### config.mk
export PLATFORM = sky130hd
export DESIGN_NAME = glzw_out_queue
export DESIGN_NICKNAME = d
export VERILOG_FILES = /design/src/rtl/glzw_pkg.sv /design/src/rtl/glzw_out_queue.sv
export SDC_FILE = /design/constraint.sdc
export NUM_CORES = 1
export LEC_CHECK = 0
export ABC_AREA = 0
export ABC_CLOCK_PERIOD_IN_PS = 2200
export BUFFER_PORTS_ARGS = -buffer_cell sky130_fd_sc_hd__buf_2
export CAP_MARGIN = 10
export CORE_MARGIN = 2
export CORE_UTILIZATION = 46
export DETAILED_ROUTE_END_ITERATION = 16
export GPL_ROUTABILITY_DRIVEN = 0
export GPL_TIMING_DRIVEN = 0
export PLACE_DENSITY = 0.74
export SLEW_MARGIN = 10
export SYNTH_ARGS = -nofsm -noshare
export SYNTH_HDL_FRONTEND = slang
export SYNTH_SLANG_ARGS = --single-unit
### constraint.sdc
create_clock -name clk -period 2.2 [get_ports clk]
set_input_delay 0.22 -clock clk [delete_from_list [all_inputs] [get_ports clk]]
set_output_delay 0.22 -clock clk [all_outputs]
set_load 0.05 [all_outputs]
### src/rtl/glzw_pkg.sv
// shared types, constants and helpers of the gif lzw code generator
package glzw_pkg;

    // code space and widths
    localparam int CODE_W      = 12;
    localparam int WIDTH_W     = 4;
    localparam int PIXEL_W     = 8;
    localparam int CFG_W       = 4;
    localparam int FREE_W      = 13;
    localparam int HASH_W      = 13;
    localparam int SUFFIX_SHIFT = 5;
    localparam int ENTRY_W     = 2 * CODE_W + PIXEL_W;
    localparam int QUEUE_DEPTH = 4;
    localparam int QCNT_W      = 3;

    localparam logic [FREE_W-1:0]  LAST_CODE      = FREE_W'(4095);
    localparam logic [WIDTH_W-1:0] MAX_CODE_WIDTH = WIDTH_W'(12);
    localparam logic [CFG_W-1:0]   MIN_CODE_RESET = CFG_W'(8);
    localparam int                 HASH_ENTRIES_DEF = 8 * 1024;

    // results of one input item, handed to the output queue
    typedef struct packed {
        logic                                    valid;
        logic [QCNT_W-1:0]                       count;
        logic [QUEUE_DEPTH-1:0][CODE_W-1:0]      code;
        logic [QUEUE_DEPTH-1:0][WIDTH_W-1:0]     width;
    } q_load_t;

    // minimum code size as the coder uses it
    function automatic logic [CFG_W-1:0] eff_min(input logic [CFG_W-1:0] v);
        logic [CFG_W-1:0] r;
        r = v;
        if (v < CFG_W'(2))
            r = CFG_W'(2);
        else if (v > CFG_W'(9))
            r = CFG_W'(9);
        return r;
    endfunction

    function automatic logic [CODE_W-1:0] clr_code_of(input logic [CFG_W-1:0] m);
        return CODE_W'(1) << m;
    endfunction

    function automatic logic [FREE_W-1:0] first_limit(input logic [CFG_W-1:0] m);
        return FREE_W'(1) << (m + CFG_W'(1));
    endfunction

endpackage

### src/rtl/glzw_out_queue.sv
// holds the codes of one item and hands them out through the output register
module glzw_out_queue
    import glzw_pkg::*;
(
    input  logic        clk,
    input  logic        rst_n,
    input  q_load_t     load,
    output logic        busy,
    output logic        m_axis_tvalid,
    input  logic        m_axis_tready,
    output logic [15:0] m_axis_tdata,
    output logic        m_axis_tlast
);

    logic [CODE_W-1:0]  code_reg  [QUEUE_DEPTH];
    logic [WIDTH_W-1:0] width_reg [QUEUE_DEPTH];
    logic [QCNT_W-1:0]  cnt_reg;
    logic [QCNT_W-1:0]  idx_reg;
    logic               valid_reg;
    logic [CODE_W-1:0]  out_code_reg;
    logic [WIDTH_W-1:0] out_width_reg;
    logic               out_last_reg;
    logic               slot_free;

    assign busy      = (idx_reg != cnt_reg);
    assign slot_free = !valid_reg || m_axis_tready;

    // entry storage
    always_ff @(posedge clk)
    begin
        if (load.valid)
        begin
            for (int i = 0; i < QUEUE_DEPTH; i++)
            begin
                code_reg[i]  <= load.code[i];
                width_reg[i] <= load.width[i];
            end
        end
    end

    // fill count and drain pointer
    always_ff @(posedge clk or negedge rst_n)
    begin
        if (!rst_n)
        begin
            cnt_reg   <= '0;
            idx_reg   <= '0;
            valid_reg <= 1'b0;
        end
        else
        begin
            if (slot_free)
            begin
                valid_reg <= busy;
            end
            if (load.valid)
            begin
                cnt_reg <= load.count;
                idx_reg <= '0;
            end
            else if (busy && slot_free)
            begin
                idx_reg <= idx_reg + QCNT_W'(1);
            end
        end
    end

    // output register
    always_ff @(posedge clk)
    begin
        if (busy && slot_free)
        begin
            out_code_reg  <= code_reg[idx_reg[1:0]];
            out_width_reg <= width_reg[idx_reg[1:0]];
            out_last_reg  <= (idx_reg + QCNT_W'(1) == cnt_reg);
        end
    end

    assign m_axis_tvalid = valid_reg;
    assign m_axis_tdata  = {out_width_reg, out_code_reg};
    assign m_axis_tlast  = out_last_reg;

endmodule

* Word-level counts from Yosys, hierarchy flattened
Memories as Yosys holds them, arrays and structs flattened. A register that Yosys moved wholly into a read port is not among the register bits.
Cells that the tools add are included.
** Storage, ports and cells
- Memories kept :: 2
- Input port bits :: 71
- RAM bits :: 64
- Register bits after elaboration :: 8
- Word-level logic and storage cells :: 17
** Memories
- code_reg :: depth 4, bits a word 12, read ports 1, clocked after memory_dff 1, write ports 4, line glzw_out_queue.sv:15 : logic [CODE_W-1:0] code_reg [QUEUE_DEPTH];
- width_reg :: depth 4, bits a word 4, read ports 1, clocked after memory_dff 1, write ports 4, line glzw_out_queue.sv:16 : logic [WIDTH_W-1:0] width_reg [QUEUE_DEPTH];
** Cells by class
- Add/subtract/negate cells :: 1
- Mux-type cells :: 4
- Eq/ne operators :: 2
- Reduce and logical (&&, ||, !) cells :: 4
** Operators by type and width (number)
- two-way mux 3 bit :: 2
- adder 3 x 1 -> 3 bit (second input constant) :: 1
- equality test 3 bit :: 1
- != test 3 bit :: 1
- two-way mux 1 bit :: 2
- nonzero test 2 bit :: 1
- logical AND 1 bit :: 1
- zero test 1 bit :: 1
- logical OR 1 bit :: 1

* Logic depth before layout (Yosys ltp)
Gate-level depths: netlist of run 1.
- Word-level depth :: 5
- Mapped depth :: 5

* Worst setup path before layout of run 1
No wires, ideal clock.
- Kind :: reg-to-reg
- Start point :: register idx_reg[1]
- End point :: register out_last_reg (netlist: m_axis_tlast), enable pin
- Path slack :: 0.039 ns
- Arrival :: 1.764 ns
- Setup time :: 0.397 ns
- Data required time :: 1.803 ns
- Buffers on the path :: 1
- Cell stages (with the launch flop) :: 5
- Cell sequence :: dfrtp_1 buf_4 xnor2_1 and2_1 a21oi_1
** Between the ends
- Word-level cells in the longest chain between the ends :: 2
** Ends and longest elaborated chain
- from (decl) :: line glzw_out_queue.sv:18 : logic [QCNT_W-1:0] idx_reg;
- from (signal assigned) :: line glzw_out_queue.sv:63 : idx_reg <= idx_reg + QCNT_W'(1);
- != test 3 bit :: line glzw_out_queue.sv:25 : assign busy = (idx_reg != cnt_reg);
- logical AND 1 bit :: line glzw_out_queue.sv:71 : if (busy && slot_free)
- to (signal assigned) :: line glzw_out_queue.sv:75 : out_last_reg <= (idx_reg + QCNT_W'(1) == cnt_reg);
- to (decl) :: line glzw_out_queue.sv:22 : logic out_last_reg;
No other way between the ends.
A chain may end at the register's enable or synchronous reset.

* Worst setup path in the final report of run 1
- Start point :: register idx_reg[0]
- End point :: output port busy
** Between the ends
- Word-level cells in the longest chain between the ends :: 1
** Ends and longest elaborated chain
- != test 3 bit :: line glzw_out_queue.sv:25
- to (decl) :: line glzw_out_queue.sv:8 : output logic busy,
No other way between the ends.

==> metrics.txt, run 1 <==
DRC=0; CP max-delay cell=xnor2_1; max reg flops=48; Critical Path RT=1.98 ns; Synth Net Count=217; initial drt markers=86; final period utilization=92.2%; most common cell after layout, fill and taps aside=buf_2; Net Sw Power=1.53 mW; Comb pwr share=29.3%; core area=6830 sq um; worst path cell trace=xnor2_1 > and2_1 > nand2_1 > buf_2; row cnt=30; pin count of the biggest net entering global routing=66; GR Util All Layers=14.6%; dpl hpwl=3.64 mm; actual slew at the worst max-slew pin=0.775 ns; Area growth syn-to-layout=25.5%; later-pin clock latency in the skew report=0.34 ns; switching share of power=30.7%; startpoint types=flop; Diodes inserted=0; Setup Viol. Count Final=0; Setup CP Type=reg2out; status=finished, final reports clean; post-synthesis sequential area ratio=79.8%; syn_area_per_cell=22.5 sq um; async set-reset flop share out of synthesis=7.95%; Worst Path Max Fanout=7; Max Freq=493 MHz; IR drop worst, VDD=0.000569 V; Cells after Synth=145; routed len/inst=15.1 um; commonest non-fill, non-tap cells in the layout=buf_2 (88), edfxtp_1 (81), mux4_2 (16); Hold Slack=0.0522 ns; CTS tree=yes; Clock Sinks=88; slew margin rel.=48.3%; Pint=3.45 mW; starting density of the core=47.8%; first-pass GRT wire length=8.16 mm; grt total ovfl=0; H-tree Lvls=3; Max Cap Viol=0; die area=7790 sq um; IO buf count=89; Die Height=88.3 um; final net count=319; Synth cell types=28; Leak=1.57 nW; Clock Skews=0.00683 ns; Cells after DPL=331; hold_sp=load[15]; Hold Path Class=in2reg; Critical path origin=idx_reg[0]; Antenna Nets Post-Route=0; Clock transition at path regs=0.09 ns; CTS root buffer=clkbuf_8; io pins=90; EDFF count, synth=81; post-synthesis register bit count=88; drt first pass iters=4; die span in x=88.3 um; cell taking the most area after synthesis=edfxtp_1; post-cts resize count=0; Largest delay share family, worst path=XOR/XNOR gates; antenna violations before repair=0; Ys Warns=0; CP bufs+invs=1; Final Max Tran Viols=0; final hold vios=0; max incr delay on CP=0.49 ns; Total Wirelength=5.24 mm; Layout Cells excl Fill=348; clock power share=26.0%; PD cells=1220 nW/um^2; Pwr Total=4.98 mW; CTS Buf Count=9; synthesized area=3270 sq um; sum of negative setup slack=0 ns; Setup Slack @ Placement=0.156 ns; arrival time at the worst endpoint=1.81 ns; sequential share of power=44.7%; CP endpoint kind=output port; vias per cell=4.81; RSZ-0062 raised after global routing=false; ranking of synthesized cells by area=edfxtp_1 (74%), mux4_2 (11%), dfrtp_1 (5.4%), buf_4 (0.92%), xnor2_1 (0.80%); vias in the first global route=1,651; share of the synthesized area in the top cell type=74.5%; via count=1,674; min cycle time layout=2.03 ns; fraction of layout instances using a drive strength above 1=52.0%; final setup margin=0.173 ns; clock buffer depth=2; most used flip-flop cell after synthesis=edfxtp_1; Worst R2R Start=idx_reg[1]
## cell type report
cell class | count | area [sq um]
fillers | 542 | 2730
flip-flops and latches | 88 | 2610
multi-input cells | 50 | 613
repair buffers | 91 | 473
clock buffers | 11 | 131
well taps | 96 | 120
clock inverters | 5 | 104
plain buffers | 5 | 41.3
inverters | 2 | 7.51
## path summary, 6_finish.rpt
kind                                    end  slack (ns)  cells past startpoint
max in group asynchronous        cnt_reg[2]        1.80                      2
min in group asynchronous        cnt_reg[0]        0.24                      2
setup reg to reg           out_width_reg[0]        0.18                      5
hold reg to reg                  cnt_reg[0]        0.54                      1
hold / removal              width_reg[3][3]        0.05                      1
setup / recovery                       busy        0.17                      4
## layer usage
metal	GRT usage, %	wire length, um	vias to the layer above
li1	-	-	798
met1	19.1	2060	828
met2	23.4	2920	46
met3	5.04	238	2
met4	4.41	26	0
met5	0	0	-
## Yosys cell counts (2+ instances only)
cell type and n:
a31oi_1 2, edfxtp_1 81, dfrtp_1 7, and2_1 2
buf_4 4, inv_1 2, nand2_1 3, nand3_1 2
xnor2_1 3, a21oi_1 2, mux4_2 16, mux2_2 2
xor2_1 2, nand4_1 2, o21ai_0 2
## power groups by stage
stage	clock [mW]	sequential (mW)	combinational, mW
after floorplan	0	2.74	0.646
after global placement	0	2.26	1.45
after global routing	1.40	2.26	1.57
after CTS	1.33	2.23	1.49
after detailed placement	0	2.27	1.48
final	1.30	2.23	1.46
## kinds of logic (layout without fill, tap and decap cells)
family / after synthesis / in the layout / share of synthesized area [%]
compound gates: 10 / 10 / 2.07
xor+xnor: 6 / 6 / 1.84
fa+ha+maj: 1 / 1 / 0.383
buf+inv: 7 / 114 / 1.49
flops: 88 / 88 / 79.8
mux: 18 / 18 / 11.7
simple gates: 15 / 15 / 2.64
## metrics by stage
step	utilization, %	area [sq um]
final	60.0	4100
after global routing	60.0	4100
after CTS	60.0	4100
after detailed placement	56.4	3850
after global placement	56.1	3830
after floorplan	-	3270
## repair_timing
| action | CTS | global route |
|---|---|---|
| buffers inserted | 0 | 0 |
| hold endpoints to repair | 7 | 0 |
| hold buffers | 1 | 0 |
## worst reg2reg max path, cell delays in order (launching register included)
cell and delay, ns:
dfrtp_1 0.39, buf_4 0.19, xnor2_1 0.20, and2_1 0.23, a21oi_2 0.50, buf_8 0.22
(Power assumes the default switching activity.)
==> inputs of run 2 (changes only) <==
- ABC_CLOCK_PERIOD_IN_PS: 2200 -> 2600
- CAP_MARGIN: 10 -> not set
- CORE_MARGIN: 2 -> not set
- CORE_UTILIZATION: 46 -> 55
- PLACE_DENSITY: 0.74 -> 0.83
- clock period: 2.2 -> 2.6 ns (I/O delays scaled with it)
==> metrics.txt, run 2 (same netlist as run 1, synthesis figures left out) <==
status=finished, final reports clean; IR drop worst, VDD=0.000648 V; commonest non-fill, non-tap cells in the layout=buf_2 (88), edfxtp_1 (81), mux4_2 (16); Worst R2R Setup Slack=0.65 ns; max incr delay on CP=0.46 ns; r2r worst-path depth=5; Total Wirelength=5.41 mm; antenna violations before repair=0; GR Util All Layers=19.1%; core area=5610 sq um; most common cell after layout, fill and taps aside=buf_2; max reg flops=48; Diodes inserted=0; first-pass GRT wire length=8.27 mm; Setup Viol. Count Final=0; routed len/inst=16.7 um; CP max-delay cell=xnor2_1; dpl hpwl=3.67 mm; Setup CP Type=reg2out; sum of negative setup slack=0 ns; CTS root buffer=clkbuf_8; Worst Path Max Fanout=7; Clock transition at path regs=0.09 ns; worst path cell trace=xnor2_1 > and2_1 > nand2_1 > buf_2; startpoint types=flop; Critical Path RT=2.34 ns; vias per cell=5.18; DRC=0; final setup margin=0.547 ns; CTS Buf Count=9; Worst R2R Start=idx_reg[1]; Critical path origin=idx_reg[0]; RSZ-0062 raised after global routing=false; later-pin clock latency in the skew report=0.35 ns; Reg-to-Reg End=out_code_reg[5]; Antenna Nets Post-Route=0; die span in x=79.1 um; row cnt=27; Clock Sinks=88; Leak=1.55 nW; initial drt markers=105; CP endpoint kind=output port; FF+latch area=2610 sq um; Crit path depth=4; hold_sp=load[7]; CP Capture Point=busy; CTS tree=yes; starting density of the core=58.2%; Final Max Tran Viols=0; Area growth syn-to-layout=23.3%; Die Height=79.1 um; H-tree Lvls=3; fraction of layout instances using a drive strength above 1=52.4%; vias in the first global route=1,687; grt total ovfl=0; drt first pass iters=4; final hold vios=0; via count=1,678; min cycle time layout=2.05 ns; arrival time at the worst endpoint=1.79 ns; Clock Skews=0.0101 ns; slew margin rel.=47.5%; final net count=319; Max Freq=487 MHz; clock buffer depth=2; Post-CTS Hold Buffers=1; Setup Slack @ Placement=0.625 ns; die area=6250 sq um; io pins=90; pin count of the biggest net entering global routing=66; actual slew at the worst max-slew pin=0.788 ns; post-CTS setup buffers=0; fill count=373; CP bufs+invs=1; post-cts resize count=0; IO buf count=89; Multi-input gate area=613 sq um; PD cells=1000 nW/um^2; final core occ=71.8%; Max Cap Viol=0; final period utilization=79.0%; Largest delay share family, worst path=XOR/XNOR gates; Hold Path Class=in2reg
==> run 2: how the worst min path moves through the flow <==
stage / end / slack (ns) / depth (start not counted)
2_1_floorplan: cnt_reg[0] / -0.04 / 0
3_3_place_gp: cnt_reg[0] / 0.10 / 1
3_5_place_dp: m_axis_tvalid / 0.10 / 1
4_1_cts: code_reg[3][0] / 0.06 / 1
5_1_grt: code_reg[2][0] / 0.06 / 1
6_report: width_reg[1][3] / 0.08 / 1
==> run 2: metrics by stage <==
step                      hold slack (ns)  cell area (sq um)  cells  power, mW
final                              0.0778               4030    324       4.04
after floorplan                   -0.0356               3270    145       2.86
after CTS                          0.0616               4030    324       4.08
after global routing               0.0594               4030    324       4.21
after global placement              0.104               3800    306       3.13
after detailed placement            0.101               3820    307       3.17
==> run 2: cell type report <==
cell class	instances	area share, %
inverters	2	0.187
plain buffers	5	1.03
multi-input cells	50	15.2
well taps	72	2.24
repair buffers	91	11.8
clock buffers	9	3.08
clock inverters	7	1.71
flip-flops and latches	88	64.8
==> run 2: routing by layer <==
metal | GRT usage [%] | vias to the layer above | routed length (um)
met5 | 0 | - | 0
met4 | 9.82 | 0 | 116
met3 | 4.94 | 8 | 226
met2 | 32.5 | 51 | 2920
met1 | 22.4 | 824 | 2150
li1 | - | 795 | -
==> run 2: power by group <==
part / internal (mW) / switching, mW
Sequential: 1.82 / 0.0618
Combinational: 0.456 / 0.787
Clock: 0.444 / 0.470
