### config.mk
export PLATFORM = sky130hd
export DESIGN_NAME = glzw_core
export DESIGN_NICKNAME = d
export VERILOG_FILES = /design/src/rtl/glzw_pkg.sv /design/src/rtl/glzw_core.sv
export SDC_FILE = /design/constraint.sdc
export NUM_CORES = 1
export LEC_CHECK = 0
export ABC_AREA = 1
export BUFFER_PORTS_ARGS = -buffer_cell sky130_fd_sc_hd__clkbuf_2
export CELL_PAD_IN_SITES_DETAIL_PLACEMENT = 2
export CELL_PAD_IN_SITES_GLOBAL_PLACEMENT = 2
export CORE_MARGIN = 1.5
export CORE_UTILIZATION = 30
export DETAILED_ROUTE_END_ITERATION = 6
export PLACE_DENSITY = 0.81
export SYNTH_ARGS = -nofsm -noshare
export SYNTH_HDL_FRONTEND = slang
export SYNTH_SLANG_ARGS = --single-unit
### constraint.sdc
create_clock -name clk -period 3.5 [get_ports clk]
set_input_delay 0.35 -clock clk [delete_from_list [all_inputs] [get_ports clk]]
set_output_delay 0.35 -clock clk [all_outputs]
set_load 0.03 [all_outputs]
### src/rtl/glzw_pkg.sv
// shared types, constants and helpers of the gif lzw code generator
package glzw_pkg;

    // code space and widths
    localparam int CODE_W      = 12;
    localparam int WIDTH_W     = 4;
    localparam int PIXEL_W     = 8;
    localparam int CFG_W       = 4;
    localparam int FREE_W      = 13;
    localparam int HASH_W      = 13;
    localparam int SUFFIX_SHIFT = 5;
    localparam int ENTRY_W     = 2 * CODE_W + PIXEL_W;
    localparam int QUEUE_DEPTH = 4;
    localparam int QCNT_W      = 3;

    localparam logic [FREE_W-1:0]  LAST_CODE      = FREE_W'(4095);
    localparam logic [WIDTH_W-1:0] MAX_CODE_WIDTH = WIDTH_W'(12);
    localparam logic [CFG_W-1:0]   MIN_CODE_RESET = CFG_W'(8);
    localparam int                 HASH_ENTRIES_DEF = 8 * 1024;

    // results of one input item, handed to the output queue
    typedef struct packed {
        logic                                    valid;
        logic [QCNT_W-1:0]                       count;
        logic [QUEUE_DEPTH-1:0][CODE_W-1:0]      code;
        logic [QUEUE_DEPTH-1:0][WIDTH_W-1:0]     width;
    } q_load_t;

    // minimum code size as the coder uses it
    function automatic logic [CFG_W-1:0] eff_min(input logic [CFG_W-1:0] v);
        logic [CFG_W-1:0] r;
        r = v;
        if (v < CFG_W'(2))
            r = CFG_W'(2);
        else if (v > CFG_W'(9))
            r = CFG_W'(9);
        return r;
    endfunction

    function automatic logic [CODE_W-1:0] clr_code_of(input logic [CFG_W-1:0] m);
        return CODE_W'(1) << m;
    endfunction

    function automatic logic [FREE_W-1:0] first_limit(input logic [CFG_W-1:0] m);
        return FREE_W'(1) << (m + CFG_W'(1));
    endfunction

endpackage

### src/rtl/glzw_core.sv
// lzw sequencer: hash probing, dictionary update, code width and table clears
module glzw_core
    import glzw_pkg::*;
#(
    parameter int HASH_ENTRIES = HASH_ENTRIES_DEF,
    parameter int IDX_W = $clog2(HASH_ENTRIES)
)
(
    input  logic               clk,
    input  logic               rst_n,
    input  logic [CFG_W-1:0]   min_size,
    input  logic               in_valid,
    output logic               in_ready,
    input  logic [PIXEL_W-1:0] in_pixel,
    input  logic               in_last,
    input  logic               q_busy,
    output q_load_t            q_load,
    output logic               wr_en,
    output logic [IDX_W-1:0]   wr_addr,
    output logic [ENTRY_W-1:0] wr_data,
    output logic [IDX_W-1:0]   rd_addr,
    input  logic [ENTRY_W-1:0] rd_data
);

    localparam int PRB_W = IDX_W + 1;
    localparam logic [PRB_W-1:0] PRB_LAST = PRB_W'(HASH_ENTRIES - 1);
    localparam logic [PRB_W-1:0] ENTRIES_P = PRB_W'(HASH_ENTRIES);
    localparam logic [IDX_W-1:0] IDX_LAST = IDX_W'(HASH_ENTRIES - 1);

    localparam logic [2:0] S_IDLE  = 3'd0;
    localparam logic [2:0] S_PROBE = 3'd1;
    localparam logic [2:0] S_CHECK = 3'd2;
    localparam logic [2:0] S_CLEAR = 3'd3;
    localparam logic [2:0] S_DRAIN = 3'd4;

    logic [2:0]         state_reg,  state_next;
    logic [CODE_W-1:0]  prefix_reg, prefix_next;
    logic [WIDTH_W-1:0] width_reg,  width_next;
    logic [FREE_W-1:0]  free_reg,   free_next;
    logic [FREE_W-1:0]  limit_reg,  limit_next;
    logic               started_reg, started_next;
    logic [CFG_W-1:0]   held_reg,   held_next;
    logic [PIXEL_W-1:0] pix_reg,    pix_next;
    logic               last_reg,   last_next;
    logic [IDX_W-1:0]   hx_reg,     hx_next;
    logic [IDX_W-1:0]   step_reg,   step_next;
    logic [PRB_W-1:0]   probe_reg,  probe_next;
    logic [IDX_W-1:0]   clr_reg,    clr_next;

    logic [CODE_W-1:0]  rd_prefix;
    logic [PIXEL_W-1:0] rd_suffix;
    logic [CODE_W-1:0]  rd_code;

    assign rd_prefix = rd_data[CODE_W-1:0];
    assign rd_suffix = rd_data[CODE_W+PIXEL_W-1:CODE_W];
    assign rd_code   = rd_data[ENTRY_W-1:CODE_W+PIXEL_W];
    assign rd_addr   = hx_reg;
    assign in_ready  = (state_reg == S_IDLE);

    // next-state and result logic
    always_comb
    begin
        logic [CFG_W-1:0]   m;
        logic [CODE_W-1:0]  cc;
        logic [HASH_W-1:0]  hash;
        logic [PRB_W-1:0]   sum;
        logic               hit;
        logic               empty;
        logic               exhausted;
        logic [CODE_W-1:0]  cur;
        logic [WIDTH_W-1:0] w;
        logic               restart;
        logic [QCNT_W-1:0]  n;

        state_next   = state_reg;
        prefix_next  = prefix_reg;
        width_next   = width_reg;
        free_next    = free_reg;
        limit_next   = limit_reg;
        started_next = started_reg;
        held_next    = held_reg;
        pix_next     = pix_reg;
        last_next    = last_reg;
        hx_next      = hx_reg;
        step_next    = step_reg;
        probe_next   = probe_reg;
        clr_next     = clr_reg;
        q_load       = '0;
        wr_en        = 1'b0;
        wr_addr      = hx_reg;
        wr_data      = '0;
        m            = eff_min(min_size);
        cc           = clr_code_of(held_reg);
        hash         = {1'b0, prefix_reg} ^ {in_pixel, SUFFIX_SHIFT'(0)};
        sum          = '0;
        hit          = 1'b0;
        empty        = 1'b0;
        exhausted    = 1'b0;
        cur          = prefix_reg;
        w            = width_reg;
        restart      = 1'b0;
        n            = '0;

        unique case (state_reg)
            S_IDLE:
            begin
                if (in_valid)
                begin
                    pix_next  = in_pixel;
                    last_next = in_last;
                    if (!started_reg)
                    begin
                        // first pixel: restart the table and emit a clear code
                        held_next   = m;
                        width_next  = WIDTH_W'(m) + WIDTH_W'(1);
                        free_next   = FREE_W'(clr_code_of(m)) + FREE_W'(2);
                        limit_next  = first_limit(m);
                        prefix_next = CODE_W'(in_pixel);
                        w           = WIDTH_W'(m) + WIDTH_W'(1);
                        q_load.valid    = 1'b1;
                        q_load.code[0]  = clr_code_of(m);
                        q_load.width[0] = w;
                        if (in_last)
                        begin
                            q_load.code[1]  = CODE_W'(in_pixel);
                            q_load.width[1] = w;
                            q_load.code[2]  = clr_code_of(m) + CODE_W'(1);
                            q_load.width[2] = w;
                            q_load.count    = QCNT_W'(3);
                            started_next    = 1'b0;
                            state_next      = S_DRAIN;
                        end
                        else
                        begin
                            q_load.count = QCNT_W'(1);
                            started_next = 1'b1;
                            clr_next     = '0;
                            state_next   = S_CLEAR;
                        end
                    end
                    else
                    begin
                        hx_next    = IDX_W'(hash);
                        step_next  = IDX_W'(1);
                        probe_next = '0;
                        state_next = S_PROBE;
                    end
                end
            end

            S_PROBE:
            begin
                state_next = S_CHECK;
            end

            S_CHECK:
            begin
                empty     = (rd_code == '0);
                hit       = !empty && (rd_prefix == prefix_reg) && (rd_suffix == pix_reg);
                exhausted = !empty && !hit && (probe_reg == PRB_LAST);
                if (!empty && !hit && !exhausted)
                begin
                    // collision: step on by the next odd step
                    sum = {1'b0, hx_reg} + {1'b0, step_reg};
                    if (sum >= ENTRIES_P)
                        sum = sum - ENTRIES_P;
                    hx_next = sum[IDX_W-1:0];
                    sum = {1'b0, step_reg} + PRB_W'(2);
                    if (sum >= ENTRIES_P)
                        sum = sum - ENTRIES_P;
                    step_next  = sum[IDX_W-1:0];
                    probe_next = probe_reg + PRB_W'(1);
                    state_next = S_PROBE;
                end
                else
                begin
                    q_load.valid = 1'b1;
                    if (hit)
                    begin
                        cur = rd_code;
                    end
                    else
                    begin
                        // miss: emit the prefix, store the pair if there is room, adjust width or clear
                        q_load.code[n[1:0]]  = prefix_reg;
                        q_load.width[n[1:0]] = width_reg;
                        n = n + QCNT_W'(1);
                        if (free_reg <= LAST_CODE)
                        begin
                            if (empty)
                            begin
                                wr_en   = 1'b1;
                                wr_addr = hx_reg;
                                wr_data = {free_reg[CODE_W-1:0], pix_reg, prefix_reg};
                            end
                            free_next = free_reg + FREE_W'(1);
                        end
                        if (free_reg == limit_reg)
                        begin
                            if (width_reg < MAX_CODE_WIDTH)
                            begin
                                width_next = width_reg + WIDTH_W'(1);
                                limit_next = limit_reg << 1;
                                w          = width_reg + WIDTH_W'(1);
                            end
                            else
                            begin
                                q_load.code[n[1:0]]  = cc;
                                q_load.width[n[1:0]] = MAX_CODE_WIDTH;
                                n = n + QCNT_W'(1);
                                restart    = 1'b1;
                                w          = WIDTH_W'(held_reg) + WIDTH_W'(1);
                                width_next = w;
                                free_next  = FREE_W'(cc) + FREE_W'(2);
                                limit_next = first_limit(held_reg);
                            end
                        end
                        cur = CODE_W'(pix_reg);
                    end
                    if (last_reg)
                    begin
                        q_load.code[n[1:0]]  = cur;
                        q_load.width[n[1:0]] = w;
                        n = n + QCNT_W'(1);
                        q_load.code[n[1:0]]  = cc + CODE_W'(1);
                        q_load.width[n[1:0]] = w;
                        n = n + QCNT_W'(1);
                        started_next = 1'b0;
                    end
                    q_load.count = n;
                    prefix_next  = cur;
                    clr_next     = '0;
                    state_next   = (restart && !last_reg) ? S_CLEAR : S_DRAIN;
                end
            end

            S_CLEAR:
            begin
                // empty every slot, one a cycle
                wr_en   = 1'b1;
                wr_addr = clr_reg;
                if (clr_reg == IDX_LAST)
                    state_next = S_DRAIN;
                else
                    clr_next = clr_reg + IDX_W'(1);
            end

            S_DRAIN:
            begin
                if (!q_busy)
                    state_next = S_IDLE;
            end

            default:
            begin
                state_next = S_IDLE;
            end
        endcase
    end

    // control state
    always_ff @(posedge clk or negedge rst_n)
    begin
        if (!rst_n)
        begin
            state_reg   <= S_IDLE;
            prefix_reg  <= '0;
            width_reg   <= WIDTH_W'(MIN_CODE_RESET) + WIDTH_W'(1);
            free_reg    <= FREE_W'(clr_code_of(MIN_CODE_RESET)) + FREE_W'(2);
            limit_reg   <= first_limit(MIN_CODE_RESET);
            started_reg <= 1'b0;
            held_reg    <= MIN_CODE_RESET;
            probe_reg   <= '0;
            clr_reg     <= '0;
        end
        else
        begin
            state_reg   <= state_next;
            prefix_reg  <= prefix_next;
            width_reg   <= width_next;
            free_reg    <= free_next;
            limit_reg   <= limit_next;
            started_reg <= started_next;
            held_reg    <= held_next;
            probe_reg   <= probe_next;
            clr_reg     <= clr_next;
        end
    end

    // item payload and probe position
    always_ff @(posedge clk)
    begin
        pix_reg  <= pix_next;
        last_reg <= last_next;
        hx_reg   <= hx_next;
        step_reg <= step_next;
    end

endmodule

Word level (Yosys, flattened, before mapping)
Index checks and enable logic that the tools add are counted.

Add/subtract/negate cells: 16. Shift-type cells: 4. $lt $le $gt $ge: 10. Reductions and logical operators: 25. Bitwise gates (word level): 2. Eq/ne operators: 21. Multiplexer cells: 126.

Operators with widths (count): 13-bit two-way mux (27); 32-bit two-way mux (5); 12-bit two-way mux (13); 13-bit case mux with 2 select lines (4); 48-bit bitwise mux (2); 24-bit two-way mux (4); 36-bit two-way mux (2); 36-bit case mux with 2 select lines (1); 68-bit two-way mux (1); 4-bit two-way mux (16); 64-bit two-way mux (1); 12-bit demux with 2-bit select (2); 12-bit case mux with 2 select lines (2); 14-bit two-way mux (3); 13-bit case mux with 3 select lines (1); 16-bit bitwise mux (2); 8-bit two-way mux (4); 3-bit two-way mux (10); 14-bit >= comparator (second input constant) (2); 14-bit case mux with 2 select lines (1); 12-bit by 2-bit adder with 13-bit output (second input constant) (2); 13-bit by 1-bit adder with 13-bit output (second input constant) (2); 1-bit by 4-bit << shifter with 13-bit output (first input constant) (2); 13-bit by 1-bit subtractor with 13-bit output (second input constant) (2); other kinds (42) (93).

Input bits: 49. Flip-flop bits (word level): 112.

Longest topological paths before layout
Depth in word-level cells: 20. Depth in mapped cells: 18. Depth with buffers taken out: 17.

Least setup slack after synthesis
OpenSTA, ideal clock, no wires.

Kind: input port to output port. Start: in min_size[3]. End: out q_load[43] (netlist bit). Arrival: 2.338 ns. Setup slack: 0.812 ns. Stages: 15. Path buffers: 1. Data required time: 3.150 ns. Cell sequence: buf_4 inv_1 nand2_1 a21oi_1 ha_1 inv_1 nor2_1 nand2_1 inv_1 ha_1 inv_1 nor2_1 a21oi_1 o21ai_0 nand2_1.

RTL lines: start, declared (RTL line glzw_core.sv:11) `input logic [CFG_W-1:0] min_size,`; end, declared (RTL line glzw_core.sv:17) `output q_load_t q_load,`.

==> reports/summary.txt <==
Top FF cell, synth - dfrtp_1
Tmin final - 3.41 ns
WL/cell - 22.5 um
First-pass GRT wire length - 76600 um
TritonCTS clock tree - done
Fraction of layout cells with a size suffix above 1 - 18.6%
Crit path max fanout - 12
Fin crit share - 97.3%
Hold/Removal Path Class - input pin to async pin
Post-Route Skew - 0.0128 ns
Layout Cell Area excl Fill - 12000 um2
Worst Path Required - 3.15 ns
Drt first-iter violations - 954
Post-DP Area - 11600 um2
Status - complete, no violations
Syn Area/Cell - 6.21 um2
Hold Vio Cnt, Final - 0
Slew @ Worst Pin - 0.868 ns
Antenna violations before repair - 6
DR vias - 12200
Port Buf Inserts - 176
Post-DRT Antenna Nets - 0
Maximum VDD drop - 0.237 mV
Flops & latches, synth - 111
TritonRoute pass-1 iters - 5
Leakage Power - 6.07 nW
Synthesis-to-finish area growth - 18.1%
CTS Buffer Depth - 2
Setup ws final - 0.0949 ns
Number of flops mapped to enable cells by yosys - 34
Max Cap Violations - 0
Vias per std cell - 5.36
Skew-Pair Late Insertion Delay - 0.38 ns
Normalized max-slew margin - 42.1%
Final setup fails - 0
Fmax - 0.294 GHz
Synth unique cells - 52
H-tree depth - 3
Total power - 2.87 mW
Drt total wl - 51000 um
Final Max Slew Viols - 0
Largest net degree at the start of global routing - 60
Root buffer cell - clkbuf_16
Leading cell types in the layout, fill and taps excluded - nand2_1 (615), clkbuf_2 (175), inv_1 (163), nor2_1 (161), nand3_1 (131)
Async SR Flop Fraction - 69.4%
Core area - 33400 um2
Congestion Overflow GR - 0
Cell Area, Synth - 10200 um2
Setup CP Type - register to output pin
CTS Hold Bufs - 0
Synth Instances - 1634
I/O pin total - 177
Crit path arrival time - 3.06 ns
Synth top area share - 22.8%
Dpl hpwl - 40500 um
Yosys warnings - 0
Die area - 34900 um2
Die width - 187 um
Sequential area share after synthesis - 29.1%
Pre-CTS WS - 0.314 ns
Drt drc - 0
PD cells - 240 nW/um2
Vias in the first global route - 12600
Die height - 187 um
Clock transition at the registers of the reported paths - 0.08 ns
Largest area contributor in the netlist - nand2_1
Most common cell after layout, fill and taps aside - nand2_1
TritonCTS Buffers - 9
Net count, final - 1894
Row count - 67
CP Capture Type - output pin
CTS Sinks - 111
Largest register FFs - 14
Overall global routing resource usage - 28.7%
Initial core utilization - 30.3%
Filler cells - 4186
CP startpoint kind - register
Placer Congestion - 0.923
Syn_nets - 1717
Top post-synthesis cells by area - nand2_1 (23%), dfrtp_1 (18%), edfxtp_1 (10%), nand3_1 (6.5%), inv_1 (6.1%)
## layer usage
metal	global-route usage (%)	vias up	wire, um
met4	7.85	0	1250
met1	40.4	6119	23800
met3	4.58	63	3240
met2	45.4	420	22700
li1	-	5557	-
met5	0	-	0
## layout make-up
| type | count | area, um2 | area share [%] |
|---|---|---|---|
| antenna | 4 | 10.0 | 0.0835 |
| clock buffer | 9 | 225 | 1.88 |
| clock inverter | 7 | 70.1 | 0.584 |
| inverter | 195 | 744 | 6.21 |
| multi-input combinational | 1277 | 6220 | 51.8 |
| sequential | 111 | 2960 | 24.7 |
| tap | 448 | 561 | 4.67 |
| timing repair buffer | 217 | 1210 | 10.1 |
## power breakdown
part / internal [mW] / leakage, nW / switching, mW / total, mW
clock: 0.559 / 0.138 / 0.585 / 1.14
combinational: 0.103 / 4.71 / 0.247 / 0.349
sequential: 1.35 / 1.22 / 0.0315 / 1.38
## Yosys cell counts (all sizes together), types with 7 or more instances
library cell	count
xnor2	14
nand4	18
o21ai	99
xor2	25
ha	33
inv	191
nor3	28
nand3	138
nand2	630
clkbuf	13
dfrtp	71
o22ai	22
edfxtp	34
o211ai	7
buf	38
nor2	186
a21oi	45
## per-stage QoR
step | util (%) | setup TNS [ns] | instances | hold slack, ns
final | 35.9 | 0 | 2268 | 0.0471
after floorplan | - | 0 | 1634 | 0.0544
after detailed placement | 34.6 | 0 | 2245 | 0.492
after global routing | 35.8 | -0.00579 | 2267 | 0.100
after global placement | 34.6 | 0 | 2245 | 0.482
after CTS | 35.5 | 0 | 2261 | 0.0939
## cells by family (layout without fill, tap and decap cells)
kind of cell,after synthesis,after routing,synth area share (%)
AO/OA/AOI/OAI,191,191,10.8
XOR/XNOR,39,39,3.36
adder cells (fa/ha/maj),34,34,4.26
buffers and inverters,246,428,10.2
flip-flops,111,111,29.1
multiplexers,1,1,0.0986
other,0,4,0
AND/OR/NAND/NOR,1012,1012,42.1
## critical path: stages, from the launching register on
cell and delay [ns]:
edfxtp_1 0.50, inv_2 0.08, nand2_1 0.07, nand2_1 0.09
nor2_1 0.18, nand2_1 0.07, nor2_1 0.23, nand3_4 0.19
buf_4 0.22, nand3_1 0.18, inv_1 0.27, nand2_1 0.14
nand3_1 0.20, clkbuf_2 0.25
## repair_timing
item | CTS | global route
resized for setup | 2 | 15
endpoints found under the setup margin | 12 | 53
pin swaps | 0 | 1
buffers inserted | 0 | 3
## final timing paths
| check | start | end | slack (ns) | cells past startpoint |
|---|---|---|---|---|
| setup / recovery | pix_reg[5]$_DFFE_PP_ | q_load[20] | 0.09 | 13 |
| hold / removal | rst_n | clr_reg[4]$_DFFE_PN0P_ | 0.05 | 1 |
| setup reg to reg | probe_reg[0]$_DFFE_PN0P_ | step_reg[11]$_SDFFCE_PN0P_ | 0.40 | 10 |
| hold reg to reg | width_reg[3]$_DFFE_PN1P_ | width_reg[3]$_DFFE_PN1P_ | 0.50 | 2 |
| max in group asynchronous | rst_n | width_reg[3]$_DFFE_PN1P_ | 2.58 | 2 |
| min in group clk | rd_data[29] | prefix_reg[9]$_DFFE_PN0P_ | 0.25 | 3 |
No activity file was read; power rests on OpenSTA's default activity.
